==> config.mk <==
export PLATFORM = sky130hd
export DESIGN_NAME = ata_pio_sector_sequencer_unit
export DESIGN_NICKNAME = d
export VERILOG_FILES = /design/src/design/apss_pkg.sv /design/src/design/apss_ctrl.sv /design/src/design/ata_pio_sector_sequencer_unit.sv
export SDC_FILE = /design/constraint.sdc
export NUM_CORES = 1
export LEC_CHECK = 0
export BUFFER_PORTS_ARGS = -buffer_cell sky130_fd_sc_hd__buf_2
export CAP_MARGIN = 20
export CORE_ASPECT_RATIO = 0.8
export CORE_MARGIN = 2
export CORE_UTILIZATION = 35
export DETAILED_ROUTE_END_ITERATION = 7
export PLACE_DENSITY = 0.63
export SLEW_MARGIN = 20
export SYNTH_ARGS = -nofsm -noshare
export SYNTH_HDL_FRONTEND = slang
export SYNTH_SLANG_ARGS = --single-unit
==> constraint.sdc <==
create_clock -name clk -period 6.8 [get_ports clk]
set_clock_uncertainty 0.05 [all_clocks]
set_input_delay 1.7 -clock clk [delete_from_list [all_inputs] [get_ports clk]]
set_output_delay 1.7 -clock clk [all_outputs]
set_load 0.05 [all_outputs]
==> src/design/apss_pkg.sv <==
// Package for the ATA PIO sector sequencer: codes, widths and the item
// descriptor passed from the job controller to the result emitter.
// No dependencies.
package apss_pkg;

    // Sector geometry
    localparam int WORDS_PER_SECTOR = 128;
    localparam int WIDX_W = (WORDS_PER_SECTOR > 1) ? $clog2(WORDS_PER_SECTOR) : 1;

    // Input item modes
    localparam logic [1:0] MODE_START  = 2'd0;
    localparam logic [1:0] MODE_STATUS = 2'd1;
    localparam logic [1:0] MODE_DATA   = 2'd2;

    // Start directions
    localparam logic [1:0] DIR_READ  = 2'd0;
    localparam logic [1:0] DIR_WRITE = 2'd1;

    // Result kinds
    localparam logic [1:0] KIND_REG      = 2'd0;
    localparam logic [1:0] KIND_TO_DEV   = 2'd1;
    localparam logic [1:0] KIND_TO_HOST  = 2'd2;
    localparam logic [1:0] KIND_COMPLETE = 2'd3;

    // Completion outcomes
    localparam logic [1:0] OUTCOME_OK      = 2'd0;
    localparam logic [1:0] OUTCOME_BAD_DIR = 2'd1;
    localparam logic [1:0] OUTCOME_BAD_LBA = 2'd2;
    localparam logic [1:0] OUTCOME_DEV_ERR = 2'd3;

    // Task register bytes
    localparam logic [7:0] DEV_BASE  = 8'hE0;
    localparam logic [7:0] CMD_READ  = 8'h20;
    localparam logic [7:0] CMD_WRITE = 8'h30;
    localparam int         REG_COUNT = 6;

    // Status bits
    localparam int STATUS_BSY = 7;
    localparam int STATUS_DRQ = 3;

    // Job phases
    localparam logic [1:0] PH_IDLE = 2'd0;
    localparam logic [1:0] PH_POLL = 2'd1;
    localparam logic [1:0] PH_XFER = 2'd2;

    // Result burst shapes caused by one input item
    localparam logic [1:0] BURST_NONE  = 2'd0;
    localparam logic [1:0] BURST_START = 2'd1;
    localparam logic [1:0] BURST_ONE   = 2'd2;
    localparam logic [1:0] BURST_PAIR  = 2'd3;

    typedef logic [REG_COUNT-1:0][7:0] reg_bytes_t;

    typedef struct packed {
        logic [1:0]  burst;
        logic [1:0]  kind;
        logic [1:0]  outcome;
        logic [31:0] word;
        reg_bytes_t  bytes;
    } desc_t;

    // Number of results in a burst
    function automatic logic [2:0] burst_len(input logic [1:0] burst);
        logic [2:0] n;
        unique case (burst)
            BURST_START: n = 3'(REG_COUNT);
            BURST_ONE:   n = 3'd1;
            BURST_PAIR:  n = 3'd2;
            default:     n = 3'd0;
        endcase
        return n;
    endfunction

endpackage

==> src/design/apss_ctrl.sv <==
// Job controller of the ATA PIO sector sequencer: phase, direction,
// sector and word counters, and the result descriptor for each item.
// Depends on apss_pkg.
module apss_ctrl (
    input  logic                clk,
    input  logic                rst_n,
    input  logic                fire,
    input  logic [1:0]          mode,
    input  logic                drive,
    input  logic [1:0]          direction,
    input  logic [31:0]         lba,
    input  logic [7:0]          sector_count,
    input  logic [7:0]          status,
    input  logic [31:0]         data_word,
    output apss_pkg::desc_t     desc
);

    logic [1:0]                  phase_reg, phase_next;
    logic                        is_write_reg, is_write_next;
    logic [7:0]                  sectors_reg, sectors_next;
    logic [apss_pkg::WIDX_W-1:0] widx_reg, widx_next;

    logic       bsy;
    logic       drq;
    logic [1:0] word_kind;

    assign bsy       = status[apss_pkg::STATUS_BSY];
    assign drq       = status[apss_pkg::STATUS_DRQ];
    assign word_kind = is_write_reg ? apss_pkg::KIND_TO_DEV : apss_pkg::KIND_TO_HOST;

    // Decode the item against the job state
    always_comb
    begin
        phase_next    = phase_reg;
        is_write_next = is_write_reg;
        sectors_next  = sectors_reg;
        widx_next     = widx_reg;
        desc          = '0;
        unique case (mode)
            apss_pkg::MODE_START:
            begin
                if (phase_reg == apss_pkg::PH_IDLE)
                begin
                    if (direction[1])
                    begin
                        desc.burst   = apss_pkg::BURST_ONE;
                        desc.kind    = apss_pkg::KIND_COMPLETE;
                        desc.outcome = apss_pkg::OUTCOME_BAD_DIR;
                    end
                    else if (lba[31:28] != 4'd0)
                    begin
                        desc.burst   = apss_pkg::BURST_ONE;
                        desc.kind    = apss_pkg::KIND_COMPLETE;
                        desc.outcome = apss_pkg::OUTCOME_BAD_LBA;
                    end
                    else
                    begin
                        desc.burst    = apss_pkg::BURST_START;
                        desc.kind     = apss_pkg::KIND_REG;
                        desc.bytes[0] = apss_pkg::DEV_BASE | {3'd0, drive, lba[27:24]};
                        desc.bytes[1] = sector_count;
                        desc.bytes[2] = lba[7:0];
                        desc.bytes[3] = lba[15:8];
                        desc.bytes[4] = lba[23:16];
                        desc.bytes[5] = (direction == apss_pkg::DIR_WRITE) ?
                                        apss_pkg::CMD_WRITE : apss_pkg::CMD_READ;
                        is_write_next = direction[0];
                        sectors_next  = sector_count;
                        widx_next     = '0;
                        phase_next    = apss_pkg::PH_POLL;
                    end
                end
            end
            apss_pkg::MODE_STATUS:
            begin
                if (phase_reg == apss_pkg::PH_POLL && !bsy)
                begin
                    if (drq)
                    begin
                        phase_next = apss_pkg::PH_XFER;
                        widx_next  = '0;
                    end
                    else
                    begin
                        desc.burst   = apss_pkg::BURST_ONE;
                        desc.kind    = apss_pkg::KIND_COMPLETE;
                        desc.outcome = is_write_reg ? apss_pkg::OUTCOME_OK :
                                                      apss_pkg::OUTCOME_DEV_ERR;
                        phase_next   = apss_pkg::PH_IDLE;
                    end
                end
            end
            apss_pkg::MODE_DATA:
            begin
                if (phase_reg == apss_pkg::PH_XFER)
                begin
                    desc.word = data_word;
                    if (widx_reg != apss_pkg::WIDX_W'(apss_pkg::WORDS_PER_SECTOR - 1))
                    begin
                        // Word inside the sector
                        desc.burst = apss_pkg::BURST_ONE;
                        desc.kind  = word_kind;
                        widx_next  = widx_reg + apss_pkg::WIDX_W'(1);
                    end
                    else
                    begin
                        // Last word of a sector
                        widx_next    = '0;
                        sectors_next = sectors_reg - 8'd1;
                        if (!is_write_reg && sectors_reg == 8'd1)
                        begin
                            desc.burst = apss_pkg::BURST_PAIR;
                            desc.kind  = apss_pkg::KIND_TO_HOST;
                            phase_next = apss_pkg::PH_IDLE;
                        end
                        else
                        begin
                            desc.burst = apss_pkg::BURST_ONE;
                            desc.kind  = word_kind;
                            phase_next = apss_pkg::PH_POLL;
                        end
                    end
                end
            end
            default:
            begin
                desc = '0;
            end
        endcase
    end

    // Commit the job state on each accepted item
    always_ff @(posedge clk or negedge rst_n)
    begin
        if (!rst_n)
        begin
            phase_reg    <= apss_pkg::PH_IDLE;
            is_write_reg <= 1'b0;
            sectors_reg  <= 8'd0;
            widx_reg     <= '0;
        end
        else if (fire)
        begin
            phase_reg    <= phase_next;
            is_write_reg <= is_write_next;
            sectors_reg  <= sectors_next;
            widx_reg     <= widx_next;
        end
    end

`ifndef NO_ASSERTIONS
    a_phase_legal: assert property (@(posedge clk) disable iff (!rst_n)
        phase_reg != 2'd3)
        else $error("phase register holds an unused code");

    a_xfer_from_poll: assert property (@(posedge clk) disable iff (!rst_n)
        $rose(phase_reg == apss_pkg::PH_XFER) |-> $past(phase_reg) == apss_pkg::PH_POLL)
        else $error("transfer opened outside polling");

    a_start_only_idle: assert property (@(posedge clk) disable iff (!rst_n)
        (fire && desc.burst == apss_pkg::BURST_START) |=> phase_reg == apss_pkg::PH_POLL)
        else $error("accepted start did not enter polling");
`endif

endmodule

==> src/design/ata_pio_sector_sequencer_unit.sv <==
// Top level of the ATA PIO sector sequencer: input handshake, job
// controller instance and the registered result emitter.
// Depends on apss_pkg and apss_ctrl.
//
//  channel | handshake            | payload
//  --------+----------------------+----------------------------------------------
//  input   | in_valid / in_ready  | mode drive direction lba sector_count status
//          |                      | data_word
//  output  | out_valid/out_ready  | kind reg_select reg_value word_out outcome last
//
// An item is decoded in the cycle it is accepted; its results come out of the
// result register from the next cycle on, one per cycle while out_ready is high.
// A status item gives at most one result, a data item one, a read's final word
// two (the word and the completion) and a good start six register results.
// A new item is taken in the same cycle the last pending result is taken.
// Reset clears the job state and empties the result register.
module ata_pio_sector_sequencer_unit (
    input  logic        clk,
    input  logic        rst_n,
    input  logic        in_valid,
    output logic        in_ready,
    input  logic [1:0]  mode,
    input  logic        drive,
    input  logic [1:0]  direction,
    input  logic [31:0] lba,
    input  logic [7:0]  sector_count,
    input  logic [7:0]  status,
    input  logic [31:0] data_word,
    output logic        out_valid,
    input  logic        out_ready,
    output logic [1:0]  kind,
    output logic [2:0]  reg_select,
    output logic [7:0]  reg_value,
    output logic [31:0] word_out,
    output logic [1:0]  outcome,
    output logic        last
);

    apss_pkg::desc_t     desc;
    logic                in_fire;
    logic                out_fire;

    logic [1:0]           burst_reg;
    logic [2:0]           rem_reg;
    logic [2:0]           step_reg;
    logic [1:0]           kind_reg;
    logic [1:0]           outcome_reg;
    logic [31:0]          word_reg;
    apss_pkg::reg_bytes_t bytes_reg;

    assign out_valid = (rem_reg != 3'd0);
    assign last      = (rem_reg == 3'd1);
    assign out_fire  = out_valid && out_ready;
    assign in_ready  = !out_valid || (last && out_ready);
    assign in_fire   = in_valid && in_ready;

    apss_ctrl u_ctrl (
        .clk          (clk),
        .rst_n        (rst_n),
        .fire         (in_fire),
        .mode         (mode),
        .drive        (drive),
        .direction    (direction),
        .lba          (lba),
        .sector_count (sector_count),
        .status       (status),
        .data_word    (data_word),
        .desc         (desc)
    );

    // Load a new burst or advance through the pending one
    always_ff @(posedge clk or negedge rst_n)
    begin
        if (!rst_n)
        begin
            burst_reg <= apss_pkg::BURST_NONE;
            rem_reg   <= 3'd0;
            step_reg  <= 3'd0;
        end
        else if (in_fire)
        begin
            burst_reg <= desc.burst;
            rem_reg   <= apss_pkg::burst_len(desc.burst);
            step_reg  <= 3'd0;
        end
        else if (out_fire)
        begin
            rem_reg  <= rem_reg - 3'd1;
            step_reg <= step_reg + 3'd1;
        end
    end

    // Hold the payload of the pending burst
    always_ff @(posedge clk)
    begin
        if (in_fire)
        begin
            kind_reg    <= desc.kind;
            outcome_reg <= desc.outcome;
            word_reg    <= desc.word;
            bytes_reg   <= desc.bytes;
        end
    end

    // Select the current result of the burst
    always_comb
    begin
        kind       = 2'd0;
        reg_select = 3'd0;
        reg_value  = 8'd0;
        word_out   = 32'd0;
        outcome    = 2'd0;
        unique case (burst_reg)
            apss_pkg::BURST_START:
            begin
                kind       = apss_pkg::KIND_REG;
                reg_select = step_reg;
                unique case (step_reg)
                    3'd0:    reg_value = bytes_reg[0];
                    3'd1:    reg_value = bytes_reg[1];
                    3'd2:    reg_value = bytes_reg[2];
                    3'd3:    reg_value = bytes_reg[3];
                    3'd4:    reg_value = bytes_reg[4];
                    3'd5:    reg_value = bytes_reg[5];
                    default: reg_value = 8'd0;
                endcase
            end
            apss_pkg::BURST_ONE:
            begin
                kind     = kind_reg;
                word_out = word_reg;
                outcome  = outcome_reg;
            end
            apss_pkg::BURST_PAIR:
            begin
                if (step_reg == 3'd0)
                begin
                    kind     = apss_pkg::KIND_TO_HOST;
                    word_out = word_reg;
                end
                else
                begin
                    kind    = apss_pkg::KIND_COMPLETE;
                    outcome = apss_pkg::OUTCOME_OK;
                end
            end
            default:
            begin
                kind = 2'd0;
            end
        endcase
    end

`ifndef NO_ASSERTIONS
    a_burst_no_gap: assert property (@(posedge clk) disable iff (!rst_n)
        (out_fire && !last) |=> out_valid)
        else $error("result burst broke off early");

    a_start_count: assert property (@(posedge clk) disable iff (!rst_n)
        (out_valid && burst_reg == apss_pkg::BURST_START) |->
        (step_reg + rem_reg == 3'(apss_pkg::REG_COUNT)))
        else $error("task register burst lost its place");

    a_no_accept_mid_burst: assert property (@(posedge clk) disable iff (!rst_n)
        (out_valid && !last) |-> !in_ready)
        else $error("input taken while results were still pending");
`endif

endmodule
==> impl_metrics.tcl <==
set metrics [dict create \
    drc 0 \
    seqCellArea_um2 2930 \
    synthArstFlopShare_pct 25.5 \
    post-route-period-util_pct 67.1 \
    cts_resized 0 \
    crit_arrival_ns 2.81 \
    ir_drop_uv 140 \
    grt_pass1_vias 3749 \
    ys_warn_count 0 \
    syn-num-nets 569 \
    min_period_ns 4.56 \
    met2_usage_pct 24.2 \
    syn2layout_area_growth_pct 21.6 \
    synth_area_leader_cell "edfxtp_1" \
    hold_viol 0 \
    fillers 1383 \
    clk_pin_slew_worst_paths_ns 0.07 \
    yosysUniqueCellTypes 56 \
    slew_violations 0 \
    status "completed" \
    core_region_area_um2 14400 \
    max_slew_margin_pct 53.2 \
    die-area_um2 15900 \
    critPathMaxFanout 15 \
    ios 139 \
    clockRootBuffer "clkbuf_16" \
    post_cts_buffers 0 \
    numCtsBuffers 9 \
    firstDrtPassIters 5 \
    multiInputGateArea_um2 2120 \
    max_freq_ghz 0.219 \
    grt-ovfl-total 0 \
    drtAntennaViolNets 0 \
    hold_class "reg -> reg" \
    via_per_inst 5.04 \
    whs_ns 0.466 \
    num_rows 39 \
    tritoncts "done" \
    r2r_cells 8 \
    grt_antenna_before_repair 0 \
    crit_type "reg -> out" \
    io_buffers 132 \
    ctsHoldBuffers 0 \
    final_nets 693 \
    cts_sinks 102 \
    synth_cells 465 \
    p_per_area_nw_per_um2 331 \
    worstMarginPinSlew_ns 0.693 \
    first_iter_violations 254 \
    grt_pass1_wl_um 19000 \
    endpoint_kind "output pin" \
    rsz0062_at_grt "false" \
    worstHoldPathCells 2 \
    clock_latency_ns 0.35 \
    yosys-top-cells-area "edfxtp_1 (44%), and2_1 (13%), dfrtp_1 (13%)" \
    final_layout_size_suffix_gt1_share_pct 29.0 \
    syn_area_per_cell_um2 11.2 \
    synth_enable_flop_cells 76 \
    initial_core_util_pct 36.1 \
    layout_common_cells "buf_2 (132), and2_1 (105), edfxtp_1 (76)" \
    num_vias 3922 \
    synth_area_um2 5200 \
    mostFrequentLayoutCell "buf_2" \
    p_leak_uw 0.00270 \
    grt_usage_pct 15.2 \
    required_ns 5.05 \
    cts_max_path_buffers 2 \
    use_met1_pct 20.9 \
    die_w_um 140 \
    avgRoutedWirePerCell_um 15.2 \
    place_congestion 0.827 \
    setup_viol 0 \
    grt_start_max_net_pins 49 \
    finalSetupTns_ns 0 \
    diodes 0 \
    yosysTopAreaCellShare_pct 43.9 \
    die_h_um 113 \
    grtUsageMet3_pct 3.72 \
    start_kind "flip-flop" \
    synth_ff_type "edfxtp_1" \
    largest_reg_flops 40 \
    routed_wl_um 11800 \
    cts_htree_levels 3 \
    place.detailed.hpwl_um 8600 \
    report.power.total_uw 2090 \
    yosysSeqAreaShare_pct 56.4 \
    gr-max-usage-layer "met2" \
    ys_seq_elements 102 \
    cap_violations 0 \
    finish.utilization_pct 43.9 \
]
==> final cells by class <==
class / count / area share (%)
flip-flops and latches: 102 / 46.4
inverters: 18 / 1.07
clock inverters: 7 / 0.871
clock buffers: 9 / 3.56
well taps: 184 / 3.64
multi-input cells: 322 / 33.5
repair buffers: 136 / 10.9
==> cells in the mapped netlist (3+ instances only) <==
cell	count
and2_1	105
edfxtp_1	76
nand2_1	32
nor2_1	29
dfrtp_1	26
clkbuf_1	20
inv_1	18
ha_1	15
a21oi_1	14
nand3_1	12
o21ai_0	12
nor3_1	9
a222oi_1	7
nor3b_1	7
nor4_1	7
a221oi_1	6
mux2_2	6
mux2i_1	5
nand2b_1	5
a211o_1	4
nor2b_1	4
nand3b_1	3
==> worst paths after layout <==
kind                            slack, ns                           start                                end
worst max-delay path                 2.24         step_reg[2]$_DFFE_PN0P_                       reg_value[5]
worst min-delay path                 0.47  u_ctrl.widx_reg[6]$_DFFE_PN0P_     u_ctrl.widx_reg[6]$_DFFE_PN0P_
worst max register to register       3.82          rem_reg[0]$_DFFE_PN0P_  u_ctrl.sectors_reg[7]$_DFFE_PN0P_
worst min register to register       0.47  u_ctrl.widx_reg[6]$_DFFE_PN0P_     u_ctrl.widx_reg[6]$_DFFE_PN0P_
max in group asynchronous            4.98                           rst_n            step_reg[2]$_DFFE_PN0P_
min in group asynchronous            1.31                           rst_n     u_ctrl.widx_reg[1]$_DFFE_PN0P_
==> power breakdown <==
group          switching (uW)  internal, uW  total (uW)
logic                     472           210         681
registers                76.7           840         917
clock network             239           252         491
==> per-layer routing <==
metal | part of all wire [%] | wire [um]
met2 | 46 | 5470
met5 | 0 | 0
met3 | 6.3 | 745
met1 | 46 | 5460
met4 | 1.1 | 128
==> stage by stage <==
step	cell area, um^2	setup slack (ns)	cells
5_1_grt	6320	2.13	778
4_1_cts	6310	2.17	778
3_5_place_dp	6030	2.56	762
2_1_floorplan	5200	1.99	465
3_3_place_gp	6030	2.64	762
6_report	6320	2.24	778
==> kinds of logic (layout without fill, tap and decap cells) <==
group | count (synthesis) | after routing | share of synthesized area [%]
and+or+nand+nor | 228 | 228 | 24.9
adders and majority gates | 15 | 15 | 3.61
AOI/OAI and AO/OA | 67 | 67 | 9.51
xor gates and xnor gates | 1 | 1 | 0.169
buffers and inverters | 41 | 170 | 3.15
DFF | 102 | 102 | 56.4
muxes | 11 | 11 | 2.26
==> worst max-delay path, stage by stage (launching register included) <==
cell     delay (ns)
dfrtp_1        0.64
inv_1          0.17
ha_1           0.38
o41ai_1        0.72
buf_4          0.27
a21oi_1        0.06
buf_2          0.23
(Power assumes the default switching activity.)
